<file path="src/gsr_pkg.sv">
// shared types, command codes and word layout for the grid sub-square rotator
package gsr_pkg;

    localparam int GRID_SIDE_DEF = 32;
    localparam int CELL_BITS_DEF = 8;

    // field widths of the stream words
    localparam int CMD_W   = 2;
    localparam int POS_W   = 5;
    localparam int SPAN_W  = 6;
    localparam int VALUE_W = 8;
    localparam int S_TDATA_W = 32;
    localparam int M_TDATA_W = 16;

    // input word layout, lowest field first
    localparam int CMD_LSB   = 0;
    localparam int ROW_LSB   = CMD_LSB + CMD_W;
    localparam int COL_LSB   = ROW_LSB + POS_W;
    localparam int SPAN_LSB  = COL_LSB + POS_W;
    localparam int VALUE_LSB = SPAN_LSB + SPAN_W;

    localparam logic [CMD_W-1:0] CMD_WRITE   = 2'd0;
    localparam logic [CMD_W-1:0] CMD_READ    = 2'd1;
    localparam logic [CMD_W-1:0] CMD_ROT_CW  = 2'd2;
    localparam logic [CMD_W-1:0] CMD_ROT_CCW = 2'd3;

    // the four cells of one cyclic group, in read order
    localparam logic [1:0] CORNER_A = 2'd0;
    localparam logic [1:0] CORNER_B = 2'd1;
    localparam logic [1:0] CORNER_D = 2'd2;
    localparam logic [1:0] CORNER_E = 2'd3;

    typedef struct packed {
        logic [VALUE_W-1:0] cell_value;
        logic [SPAN_W-1:0]  span;
        logic [POS_W-1:0]   col;
        logic [POS_W-1:0]   row;
        logic [CMD_W-1:0]   command;
    } gsr_cmd_t;

    typedef struct packed {
        logic               range_error;
        logic [VALUE_W-1:0] read_value;
    } gsr_result_t;

endpackage

</file>
<file path="src/gsr_addr_unit.sv">
// shared address unit: cell address of one corner of a rotation group
module gsr_addr_unit #(
    parameter int GRID_SIDE = gsr_pkg::GRID_SIDE_DEF,
    localparam int IDX_W  = $clog2(GRID_SIDE),
    localparam int ADDR_W = $clog2(GRID_SIDE * GRID_SIDE)
) (
    input  logic [IDX_W-1:0]  top_row,
    input  logic [IDX_W-1:0]  left_col,
    input  logic [IDX_W-1:0]  last_row,
    input  logic [IDX_W-1:0]  last_col,
    input  logic [IDX_W-1:0]  i,
    input  logic [IDX_W-1:0]  j,
    input  logic [1:0]        corner,
    output logic [ADDR_W-1:0] addr
);

    logic [IDX_W-1:0] cell_row;
    logic [IDX_W-1:0] cell_col;

    always_comb begin
        unique case (corner)
            gsr_pkg::CORNER_A: begin
                cell_row = top_row + i;
                cell_col = left_col + j;
            end
            gsr_pkg::CORNER_B: begin
                cell_row = last_row - j;
                cell_col = left_col + i;
            end
            gsr_pkg::CORNER_D: begin
                cell_row = last_row - i;
                cell_col = last_col - j;
            end
            default: begin
                cell_row = top_row + j;
                cell_col = last_col - i;
            end
        endcase
    end

    // row-major: row times a constant plus column
    assign addr = ADDR_W'(ADDR_W'(cell_row) * ADDR_W'(GRID_SIDE) + ADDR_W'(cell_col));

endmodule

</file>
<file path="src/gsr_seq.sv">
// command sequencer: decode, range check and four-way cyclic swap loop
module gsr_seq #(
    parameter int GRID_SIDE = gsr_pkg::GRID_SIDE_DEF,
    parameter int CELL_BITS = gsr_pkg::CELL_BITS_DEF,
    localparam int IDX_W  = $clog2(GRID_SIDE),
    localparam int ADDR_W = $clog2(GRID_SIDE * GRID_SIDE)
) (
    input  logic                  aclk,
    input  logic                  aresetn,
    input  logic                  cmd_valid,
    input  gsr_pkg::gsr_cmd_t     cmd,
    output logic                  cmd_ready,
    output logic                  res_valid,
    output gsr_pkg::gsr_result_t  res,
    input  logic                  res_ready,
    output logic                  mem_we,
    output logic [ADDR_W-1:0]     mem_addr,
    output logic [CELL_BITS-1:0]  mem_wdata,
    input  logic [CELL_BITS-1:0]  mem_rdata
);

    localparam int CHK_W = $clog2(GRID_SIDE + 128);

    localparam logic [1:0] ST_IDLE = 2'd0;
    localparam logic [1:0] ST_READ = 2'd1;
    localparam logic [1:0] ST_ROT  = 2'd2;
    localparam logic [1:0] ST_DONE = 2'd3;

    logic [1:0]           state_reg, state_next;
    gsr_pkg::gsr_result_t res_reg, res_next;
    logic [IDX_W-1:0]     r_reg, r_next;
    logic [IDX_W-1:0]     c_reg, c_next;
    logic [IDX_W-1:0]     rl_reg, rl_next;
    logic [IDX_W-1:0]     cl_reg, cl_next;
    logic [IDX_W-1:0]     ih_reg, ih_next;
    logic [IDX_W-1:0]     jh_reg, jh_next;
    logic [IDX_W-1:0]     i_reg, i_next;
    logic [IDX_W-1:0]     j_reg, j_next;
    logic [2:0]           ph_reg, ph_next;
    logic                 cw_reg, cw_next;
    logic [CELL_BITS-1:0] hold_reg [4];

    logic [IDX_W-1:0] au_r, au_c, au_i, au_j;
    logic [1:0]       au_k;
    logic [1:0]       wr_tgt, wr_src;
    logic             in_grid, fits;

    gsr_addr_unit #(
        .GRID_SIDE (GRID_SIDE)
    ) u_addr (
        .top_row  (au_r),
        .left_col (au_c),
        .last_row (rl_reg),
        .last_col (cl_reg),
        .i        (au_i),
        .j        (au_j),
        .corner   (au_k),
        .addr     (mem_addr)
    );

    assign in_grid = (CHK_W'(cmd.row) < CHK_W'(GRID_SIDE))
                  && (CHK_W'(cmd.col) < CHK_W'(GRID_SIDE));
    assign fits = in_grid
               && (CHK_W'(cmd.row) + CHK_W'(cmd.span) <= CHK_W'(GRID_SIDE))
               && (CHK_W'(cmd.col) + CHK_W'(cmd.span) <= CHK_W'(GRID_SIDE));

    // write phases: clockwise a<-b b<-d d<-e e<-a, counter-clockwise the reverse;
    // the order keeps every source cell already captured
    assign wr_tgt = cw_reg ? ph_reg[1:0] : ph_reg[1:0] + 2'd1;
    assign wr_src = cw_reg ? ph_reg[1:0] + 2'd1 : ph_reg[1:0];

    assign cmd_ready = (state_reg == ST_IDLE);
    assign res_valid = (state_reg == ST_DONE);
    assign res       = res_reg;

    always_comb begin
        state_next = state_reg;
        res_next   = res_reg;
        r_next     = r_reg;
        c_next     = c_reg;
        rl_next    = rl_reg;
        cl_next    = cl_reg;
        ih_next    = ih_reg;
        jh_next    = jh_reg;
        i_next     = i_reg;
        j_next     = j_reg;
        ph_next    = ph_reg;
        cw_next    = cw_reg;
        au_r       = r_reg;
        au_c       = c_reg;
        au_i       = i_reg;
        au_j       = j_reg;
        au_k       = ph_reg[2] ? wr_tgt : ph_reg[1:0];
        mem_we     = 1'b0;
        mem_wdata  = hold_reg[wr_src];
        unique case (state_reg)
            ST_IDLE: begin
                au_r = IDX_W'(cmd.row);
                au_c = IDX_W'(cmd.col);
                au_i = '0;
                au_j = '0;
                au_k = gsr_pkg::CORNER_A;
                if (cmd_valid) begin
                    res_next.read_value  = '0;
                    res_next.range_error = 1'b0;
                    state_next           = ST_DONE;
                    unique case (cmd.command) inside
                        gsr_pkg::CMD_WRITE: begin
                            if (in_grid) begin
                                mem_we    = 1'b1;
                                mem_wdata = CELL_BITS'(cmd.cell_value);
                            end else begin
                                res_next.range_error = 1'b1;
                            end
                        end
                        gsr_pkg::CMD_READ: begin
                            if (in_grid) begin
                                state_next = ST_READ;
                            end else begin
                                res_next.range_error = 1'b1;
                            end
                        end
                        gsr_pkg::CMD_ROT_CW, gsr_pkg::CMD_ROT_CCW: begin
                            if (!fits) begin
                                res_next.range_error = 1'b1;
                            end else if (cmd.span >= gsr_pkg::SPAN_W'(2)) begin
                                r_next     = IDX_W'(cmd.row);
                                c_next     = IDX_W'(cmd.col);
                                rl_next    = IDX_W'(cmd.row) + IDX_W'(cmd.span) - IDX_W'(1);
                                cl_next    = IDX_W'(cmd.col) + IDX_W'(cmd.span) - IDX_W'(1);
                                ih_next    = IDX_W'(cmd.span >> 1);
                                jh_next    = IDX_W'((7'(cmd.span) + 7'd1) >> 1);
                                i_next     = '0;
                                j_next     = '0;
                                ph_next    = '0;
                                cw_next    = (cmd.command == gsr_pkg::CMD_ROT_CW);
                                state_next = ST_ROT;
                            end
                        end
                    endcase
                end
            end
            ST_READ: begin
                res_next.read_value = gsr_pkg::VALUE_W'(mem_rdata);
                state_next          = ST_DONE;
            end
            ST_ROT: begin
                // phases 0-3 read a,b,d,e; phases 4-7 write them back rotated
                mem_we  = ph_reg[2];
                ph_next = ph_reg + 3'd1;
                if (ph_reg == 3'd7) begin
                    if (j_reg + IDX_W'(1) == jh_reg) begin
                        j_next = '0;
                        if (i_reg + IDX_W'(1) == ih_reg) begin
                            state_next = ST_DONE;
                        end else begin
                            i_next = i_reg + IDX_W'(1);
                        end
                    end else begin
                        j_next = j_reg + IDX_W'(1);
                    end
                end
            end
            default: begin
                if (res_ready) begin
                    state_next = ST_IDLE;
                end
            end
        endcase
    end

    always_ff @(posedge aclk) begin
        if (!aresetn) begin
            state_reg <= ST_IDLE;
        end else begin
            state_reg <= state_next;
        end
    end

    always_ff @(posedge aclk) begin
        res_reg <= res_next;
        r_reg   <= r_next;
        c_reg   <= c_next;
        rl_reg  <= rl_next;
        cl_reg  <= cl_next;
        ih_reg  <= ih_next;
        jh_reg  <= jh_next;
        i_reg   <= i_next;
        j_reg   <= j_next;
        ph_reg  <= ph_next;
        cw_reg  <= cw_next;
        // read data is registered in the memory and arrives in the cycle after its address
        if (state_reg == ST_ROT && ph_reg != 3'd0 && ph_reg <= 3'd4) begin
            hold_reg[2'(ph_reg - 3'd1)] <= mem_rdata;
        end
    end

endmodule

</file>
<file path="config.mk">
export PLATFORM = sky130hd
export DESIGN_NAME = gsr_seq
export DESIGN_NICKNAME = d
export VERILOG_FILES = /design/src/gsr_pkg.sv /design/src/gsr_addr_unit.sv /design/src/gsr_seq.sv
export SDC_FILE = /design/constraint.sdc
export NUM_CORES = 1
export LEC_CHECK = 0
export BUFFER_PORTS_ARGS = -buffer_cell sky130_fd_sc_hd__buf_4
export CAP_MARGIN = 5
export CORE_UTILIZATION = 55
export CTS_CLUSTER_DIAMETER = 50
export CTS_CLUSTER_SIZE = 28
export DETAILED_ROUTE_END_ITERATION = 12
export GPL_ROUTABILITY_DRIVEN = 0
export PLACE_DENSITY = 0.85
export SYNTH_ARGS = -nofsm -noshare
export SYNTH_HDL_FRONTEND = slang
export SYNTH_HIERARCHICAL = 1
export SYNTH_SLANG_ARGS = --single-unit
</file>
<file path="constraint.sdc">
create_clock -name aclk -period 4.75 [get_ports aclk]
set_input_delay 0.475 -clock aclk [delete_from_list [all_inputs] [get_ports aclk]]
set_output_delay 0.475 -clock aclk [all_outputs]
set_load 0.02 [all_outputs]
</file>
# After elaboration in Yosys (flattened, before gate mapping)
# Memory sizes are Yosys's and may differ from the RTL's.
# Cells that the tools add are included.
[classes]
add_sub_neg = 21
magnitude_cmp = 4
n_eq_ne = 19
muxes = 47
n_reduce_logical = 19
[ops]
columns = ["op", "n"]
rows = [
  ["$mux 5", 13],
  ["$mux 8", 4],
  ["$add 5x5->5", 6],
  ["$pmux 5 s3", 2],
  ["$pmux 5 s2", 2],
  ["$sub 5x5->5", 4],
  ["$mux 2", 9],
  ["$pmux 8 s2", 1],
  ["$reduce_and 5->1", 3],
  ["$add 5x6->7", 2],
  ["$le 7x6->1 const B", 2],
  ["$mux 3", 4],
  ["$add 10x5->10", 1],
  ["$add 5x1->5 const B", 2],
  ["$eq 2x2->1 const B", 5],
  ["$eq 5x5->1", 2],
  ["$ne 2x2->1 const B", 5],
  ["$sub 5x1->5 const B", 2],
  ["$reduce_and 8->1", 1],
  ["$mux 1", 7],
  ["$add 6x1->6 const B", 1],
  ["$eq 2x1->1 const B", 3],
  ["$ge 6x2->1 const B", 1],
  ["$logic_not 2->1", 3],
  ["17 further kinds", 25],
]
[totals]
reg_bits = 55
mem_bits_rw = 32
in_bits = 38
word_cells = 124
n_memories = 1
[memory_table]
columns = ["name", "depth", "word_bits", "rd", "rd_clocked_by_memory_dff", "write_ports", "line_no", "rtl"]
rows = [
  ["hold_reg", 4, 8, 1, 0, 1, "gsr_seq.sv:41", "logic [CELL_BITS-1:0] hold_reg [4];"],
]

# Depth between registers and ports, before layout
# Gate-level depths: netlist (run 1).
[logic_depth]
word_depth = 7
mapped_depth = 15
mapped_depth_nobuf = 13

# By module
# The synthesis (run 1) kept the hierarchy.
[by_module_without_submodules]
columns = ["module", "n_inst", "cells_each", "area_per_inst_um2", "seq_area_each_um2"]
rows = [
  ["gsr_seq", 1, 354, 4790.8, 2592.5],
  ["gsr_addr_unit", 1, 121, 1024.7, 0.0],
]

# Worst setup path after synthesis (run 1)
# OpenSTA, ideal clock, no wires.
[synth_timing]
path_kind = "reg2out"
from = "register state_reg[0]"
to = "output port mem_addr[4]"
arrival_time_ps = 3309
setup_slack_ps = 966
stages_incl_launch_ff = 16
cell_sequence = "dfxtp_1 inv_1 ha_1 buf_4 buf_1 nor2_1 inv_1 ha_1 buf_6 mux2_2 ha_1 fa_1 a21o_1 a21oi_1 xnor2_1 mux2i_1"
[synth_via]
elab_chain_len = 5
elab_cells_between_ends = 14
[synth_rtl]
columns = ["item", "line_no", "rtl"]
rows = [
  ["start: declaration", "gsr_seq.sv:29", "logic [1:0] state_reg, state_next;"],
  ["start signal: assignment", "gsr_seq.sv:176", "state_reg <= state_next;"],
  ["$logic_not 2->1 (*)", "-", ""],
  ["named net cmd_ready", "gsr_seq.sv:12", "output logic cmd_ready,"],
  ["$mux 2 (*)", "gsr_seq.sv:96", "unique case (state_reg)"],
  ["named net au_k[1]", "gsr_seq.sv:44", "logic [1:0] au_k;"],
  ["$eq 2x2->1 (tied with other cells)", "gsr_addr_unit.sv:21", "unique case (corner)"],
  ["$pmux 5 s3 (*)", "gsr_addr_unit.sv:21", ""],
  ["$add 10x5->10 (*)", "gsr_addr_unit.sv:42", "assign addr = ADDR_W'(ADDR_W'(cell_row) * ADDR_W'(GRID_SIDE) + ADDR_W'(cell_col));"],
  ["end: declaration", "gsr_seq.sv:17", "output logic [ADDR_W-1:0] mem_addr,"],
]
# Mark *: on every way through the listed nets, which the timed path passes. The rest lies on a longest branch.

# Worst setup path after layout (run 1)
[layout_timing]
from = "register ph_reg[0]"
to = "output port mem_addr[9]"
[layout_via]
elab_chain_len = 7
elab_cells_between_ends = 10
[layout_rtl]
columns = ["item", "line_no", "rtl"]
rows = [
  ["start: declaration", "gsr_seq.sv:39", "logic [2:0] ph_reg, ph_next;"],
  ["start signal: assignment", "gsr_seq.sv:190", "ph_reg <= ph_next;"],
  ["$add 2x1->2 (*)", "gsr_seq.sv:69", "assign wr_tgt = cw_reg ? ph_reg[1:0] : ph_reg[1:0] + 2'd1;"],
  ["$mux 2 (*)", "gsr_seq.sv:69", ""],
  ["$mux 2 (*)", "gsr_seq.sv:93", "au_k = ph_reg[2] ? wr_tgt : ph_reg[1:0];"],
  ["$mux 2 (*)", "gsr_seq.sv:96", ""],
  ["named net au_k[1]", "gsr_seq.sv:44", ""],
  ["$eq 2x2->1 (tied with other cells)", "gsr_addr_unit.sv:21", ""],
  ["$pmux 5 s3", "gsr_addr_unit.sv:21", ""],
  ["$add 10x5->10 (*)", "gsr_addr_unit.sv:42", ""],
]
# Marks and branches as above.

==> impl_metrics.py, run 1 <==
metrics = {
    "run_status": {
        "outcome": "finished clean",
    },
    "grt": {
        "antenna_found_initial": 0,
        "grt_max_degree": 32,
        "globalRouteOverflowTotal": 0,
        "grt_usage_pct": 23.4,
        "grt_first_pass_wirelength_um": 19600,
        "first_global_vias": 4011,
    },
    "worst_setup_path": {
        "regToRegStartpoint": "j_reg[0]",
        "startpoint": "ph_reg[0]",
        "critPathTopFamily": "adder cells",
        "crit_type": "flop to primary output",
        "cp-start-kind": "flop",
        "r2r_cells": 8,
        "crit_arrival_ns": 3.89,
        "r2r_slack_ns": 2.28,
        "rr_endpoint": "state_reg[1]",
        "critical_path.cell_chain": "inv_1 > ha_1 > a21oi_1 > nor2_1 > inv_1 > ha_1 > mux2_2 > ha_1 > fa_1 > a21o_1 > a21oi_1 > xnor2_1 > mux2i_1 > buf_4",
        "cpMostUsedCell": "ha_1",
        "cp_max_fo": 7,
        "max_stage_delay_ns": 0.52,
        "cpMaxStageDelayCell": "edfxtp_1",
        "path_buf_inv": 3,
        "end_kind": "primary output",
        "cp.required_ns": 4.28,
    },
    "detailed_routing": {
        "drt_iter0_markers": 244,
        "route.detailed.drc": 0,
        "wl_per_cell_um": 17.4,
        "vias_per_cell": 5.58,
        "drt.antenna.violating_nets": 0,
        "routed_wl_um": 12000,
        "vias": 3846,
        "drtPass1Iterations": 4,
    },
    "hold_path": {
        "hp-class": "input pin to flop",
        "worstHoldEndpoint": "hold_reg[1][7]",
        "worstHoldPathCells": 1,
        "holdCritStartpoint": "mem_rdata[7]",
    },
    "floorplanning": {
        "start_util_pct": 56.6,
        "core_area_um2": 10300,
        "num_rows": 37,
        "die_h_um": 105,
        "die_w_um": 105,
        "die_area_um2": 11000,
        "ioPinCount": 68,
    },
    "sta": {
        "fin_crit_sh_pct": 91.9,
        "setup-tns-final_ns": 0,
        "worst_pin_slew_ns": 1.25,
        "slew_violations": 0,
        "rsz0062_at_grt": "no",
        "clock_skew_ns": 0.0124,
        "period_needed_ns": 4.36,
        "slew_headroom_pct": 15.9,
        "hold_violations": 0,
        "fmax_mhz": 229,
        "final-setup-viol-count": 0,
    },
    "placement": {
        "dpl-instance-area_um2": 6450,
        "numPortBuffers": 67,
        "dp_hpwl_um": 9520,
    },
    "synthesis": {
        "yosys_warnings": 6,
        "ys_ff_latch": 87,
        "synth_edf_count": 85,
        "synth_cells": 475,
        "synth_nets": 581,
        "synthesis.area_um2": 5820,
        "synth_area_per_cell_um2": 12.2,
        "synth_ff_type": "edfxtp_1",
        "async_flop_share_pct": 0,
        "synth.distinct_cells": 52,
        "ys_seq_area_share_pct": 44.6,
    },
    "cells_and_area": {
        "nets": 654,
        "largest_reg_flops": 32,
        "layout-drive-gt1-share_pct": 23.1,
        "post-route-util_pct": 64.6,
        "num_antenna_cells": 0,
        "fill_cells": 730,
        "syn2layout_area_growth_pct": 14.1,
        "design_area_um2": 6640,
    },
    "clock_tree": {
        "hold_buffers": 0,
        "cts_tree": "done",
        "clkTransAtPathRegs_ns": 0.09,
        "cts.sinks": 87,
        "post_cts_buffers": 0,
        "cts_root_buf": "clkbuf_8",
        "clk_latency_ns": 0.37,
        "cts_buffers": 9,
        "ctsResizeCount": 0,
        "clockBufferDepth": 2,
        "htreeDepth": 3,
    },
    "power": {
        "power_per_cell_area_nw_per_um2": 470,
        "leakage_nw": 2.75,
        "vdd_drop_max_uv": 231,
    },
    "run": {
        "timing.max_cap.violations": 0,
    },
}
worst max path at each step:
stage | to | slack (ns) | cells past startpoint
after global routing | mem_addr[9] | 0.18 | 14
after CTS | mem_addr[9] | 0.41 | 14
after global placement | mem_addr[9] | 1.08 | 14
after detailed placement | mem_addr[9] | 0.85 | 14
final | mem_addr[9] | 0.39 | 14
after floorplan | mem_addr[4] | 0.97 | 15
placed cells by master, fill, tap and decap left out, types with 4 or more instances in the layout:
master / Yosys / routed
edfxtp_1: 85 / 85
buf_4: 1 / 71
ha_1: 60 / 60
inv_1: 49 / 49
mux2_2: 30 / 30
xnor2_1: 27 / 27
nor2_1: 25 / 24
nor2b_1: 18 / 18
xor2_1: 15 / 15
a21oi_1: 15 / 15
nand3_1: 12 / 12
mux2i_1: 12 / 12
nand2_1: 12 / 12
and2_1: 12 / 12
o21ai_0: 9 / 9
clkbuf_8: 0 / 9
fa_1: 8 / 8
and3_1: 7 / 7
nand2b_1: 7 / 7
nor3_1: 5 / 5
mux4_1: 5 / 5
a21o_1: 5 / 5
o21a_1: 5 / 5
or3_1: 4 / 4
worst reg2reg max path, cell delays in order (launching register included):
cell,delay (ns)
edfxtp_1,0.50
ha_1,0.37
xor2_1,0.18
nor3b_1,0.20
mux2i_1,0.13
nor4_1,0.39
o21ai_1,0.18
or3_1,0.33
a21oi_1,0.13
power by group:
group          internal (mW)  switching [mW]
Sequential             0.948          0.0466
Combinational          0.717           0.918
Clock                  0.201           0.290
Total                   1.87            1.25
layer usage:
metal / routed length, um / track usage [%] / part of all wire (%)
met4: 259 / 8.65 / 2.2
met2: 6450 / 43.1 / 54
met3: 470 / 4.74 / 3.9
met1: 4810 / 26.7 / 40
met5: 0 / 0 / 0
Yosys cell counts, types with 7 or more instances:
cell type	count	share of area [%]
nor2_1	25	1.6
and3_1	7	0.75
xor2_1	15	2.3
and2_1	12	1.3
o21ai_0	9	0.77
nand2b_1	7	0.75
mux2_2	30	5.8
fa_1	8	2.8
mux2i_1	12	2.1
xnor2_1	27	4.1
ha_1	60	13
edfxtp_1	85	44
inv_1	49	3.2
nand3_1	12	1.0
a21oi_1	15	1.3
nor2b_1	18	1.9
nand2_1	12	0.77
area by class of cell:
type	count	area, um^2	share of cell area (%)
clock buffer	9	124	1.87
clock inverter	7	66.3	0.999
inverter	49	184	2.77
multi-input combinational	330	2970	44.7
sequential	87	2590	39.1
tap	136	170	2.56
timing repair buffer	71	533	8.03
metrics by stage:
stage	hold WS, ns	std cells	power [mW]	setup slack (ns)
5_1_grt	0.285	689	3.30	0.176
4_1_cts	0.295	689	3.13	0.410
6_report	0.303	689	3.12	0.387
3_5_place_dp	0.520	673	2.63	0.847
3_3_place_gp	0.484	673	2.57	1.08
2_1_floorplan	0.467	475	2.12	0.966
cells by family (layout without fill, tap and decap cells):
family | count (synthesis) | in the layout | synth area share (%)
multiplexers | 50 | 50 | 11.3
AND/OR/NAND/NOR | 114 | 114 | 10.6
XOR/XNOR | 43 | 43 | 6.71
flip-flops | 87 | 87 | 44.6
adder cells (fa/ha/maj) | 68 | 68 | 15.7
buffers and inverters | 58 | 136 | 4.45
AO/OA/AOI/OAI | 55 | 55 | 6.69
(Power assumes the default switching activity.)
==> run 2, diff against run 1 <==
==> constraint.sdc (replaced) <==
create_clock -name aclk -period 4.9 [get_ports aclk]
set_input_delay 0.49 -clock aclk [delete_from_list [all_inputs] [get_ports aclk]]
set_output_delay 0.49 -clock aclk [all_outputs]
set_load 0.02 [all_outputs]
==> run 2 against run 1 <==
  * Die area stayed put
  * Sequential share of layout area hardly changed
  * Wire length is 0.40% lower
  * Largest power group unchanged
==> impl_metrics.py, run 2 (synthesis gave the netlist of run 1 again) <==
metrics = {
    "cells_and_area": {
        "final_common_cell": "edfxtp_1",
        "fill_cells": 754,
        "syn2layout_area_growth_pct": 14.1,
        "layout-drive-gt1-share_pct": 23.1,
        "num_antenna_cells": 0,
        "design_area_um2": 6640,
        "layout_common_cells": "edfxtp_1 (85), buf_4 (71), ha_1 (60), inv_1 (49), mux2_2 (30)",
        "fin_cells": 689,
        "nets": 654,
        "largest_reg_flops": 32,
    },
    "sta": {
        "period_needed_ns": 4.30,
        "final-setup-viol-count": 0,
        "clock_skew_ns": 0.0142,
        "slew_headroom_pct": 19.5,
        "fmax_mhz": 232,
        "fin_crit_sh_pct": 87.8,
        "hold_violations": 0,
        "setup-tns-final_ns": 0,
        "slew_violations": 0,
        "rsz0062_at_grt": "no",
        "worst_pin_slew_ns": 1.20,
    },
    "grt": {
        "first_global_vias": 4025,
        "grt_use_met2_pct": 42.4,
        "globalRouteOverflowTotal": 0,
        "grt_max_degree": 32,
        "use_met3_pct": 4.62,
        "grt_usage_pct": 23.5,
        "antenna_found_initial": 0,
        "grt_first_pass_wirelength_um": 19600,
        "grt_use_met1_pct": 26.3,
        "grt_busiest_layer": "met2",
    },
    "clock_tree": {
        "cts_root_buf": "clkbuf_8",
        "cts_tree": "done",
        "clkTransAtPathRegs_ns": 0.10,
        "clk_latency_ns": 0.38,
        "ctsResizeCount": 0,
        "post_cts_buffers": 0,
        "hold_buffers": 0,
        "cts.sinks": 87,
        "htreeDepth": 3,
        "cts_buffers": 9,
        "clockBufferDepth": 2,
    },
    "worst_setup_path": {
        "r2r_cells": 8,
        "path_buf_inv": 3,
        "critical_path.cell_chain": "inv_1 > ha_1 > a21oi_1 > nor2_1 > inv_1 > ha_1 > mux2_2 > ha_1 > fa_1 > a21o_1 > a21oi_1 > xnor2_1 > mux2i_1 > buf_4",
        "max_stage_delay_ns": 0.51,
        "rr_endpoint": "state_reg[1]",
        "cp_max_fo": 7,
        "cpMaxStageDelayCell": "edfxtp_1",
        "endpoint": "mem_addr[9]",
        "startpoint": "ph_reg[0]",
        "regToRegStartpoint": "j_reg[0]",
        "critPathTopFamily": "adder cells",
        "cp-start-kind": "flop",
        "crit_arrival_ns": 3.81,
        "cpMostUsedCell": "ha_1",
        "cp.required_ns": 4.41,
        "crit_type": "flop to primary output",
        "end_kind": "primary output",
        "r2r_slack_ns": 2.38,
        "worst-path-stages": 14,
    },
    "floorplanning": {
        "die_w_um": 105,
        "die_area_um2": 11000,
        "die_h_um": 105,
        "core_area_um2": 10300,
        "num_rows": 37,
        "ioPinCount": 68,
        "start_util_pct": 56.6,
    },
    "power": {
        "leakage_nw": 2.75,
        "power_per_cell_area_nw_per_um2": 455,
        "power_mw": 3.02,
        "vdd_drop_max_uv": 223,
    },
    "run_status": {
        "outcome": "finished clean",
    },
    "placement": {
        "numPortBuffers": 67,
        "dpl-instance-area_um2": 6450,
        "dp_cells": 673,
        "dp_hpwl_um": 9460,
    },
    "detailed_routing": {
        "drt_iter0_markers": 240,
        "route.detailed.drc": 0,
        "vias": 3821,
        "routed_wl_um": 11900,
        "drt.antenna.violating_nets": 0,
        "wl_per_cell_um": 17.3,
        "drtPass1Iterations": 4,
        "vias_per_cell": 5.55,
    },
    "hold_path": {
        "hp-class": "input pin to flop",
    },
    "run": {
        "timing.max_cap.violations": 0,
    },
}
[run 2: cell types whose count changed in the layout (fill, tap and decap cells not counted)]
cell        change
clkinv_4        +1
clkinvlp_4      -1
[run 2: worst min-delay path by stage]
stage	slack (ns)	end	cells after the start	startpoint
2_1_floorplan	0.47	state_reg[1]	2	state_reg[1]
3_3_place_gp	0.48	state_reg[1]	2	state_reg[1]
3_5_place_dp	0.50	state_reg[1]	2	state_reg[1]
4_1_cts	0.31	hold_reg[2][2]	1	mem_rdata[2]
5_1_grt	0.30	hold_reg[1][7]	1	mem_rdata[7]
6_report	0.32	hold_reg[2][0]	1	mem_rdata[0]
[run 2: report_power, final]
group	switching [mW]	internal (mW)
logic	0.890	0.696
registers	0.0427	0.919
clock network	0.278	0.196
total	1.21	1.81
[run 2: per-layer routing]
layer	vias up	wire length [um]
li1	1849	-
met1	1834	4740
met2	109	6310
met3	29	546
met4	0	338
met5	-	0
[run 2: per-stage QoR]
step / worst slack [ns] / util [%] / hold slack [ns]
floorplan: 1.10 / - / 0.467
global placement: 1.21 / 62.7 / 0.484
detailed placement: 1.03 / 62.7 / 0.499
CTS: 0.601 / 64.6 / 0.307
global route: 0.368 / 64.6 / 0.300
finish: 0.597 / 64.6 / 0.316
[run 2: area by class of cell]
class                      count  area, um^2  area share [%]
multi-input combinational    330        2970            44.7
tap                          136         170            2.56
sequential                    87        2590            39.1
clock buffer                   9         124            1.87
timing repair buffer          71         533            8.03
clock inverter                 7        67.6            1.02
inverter                      49         184            2.77
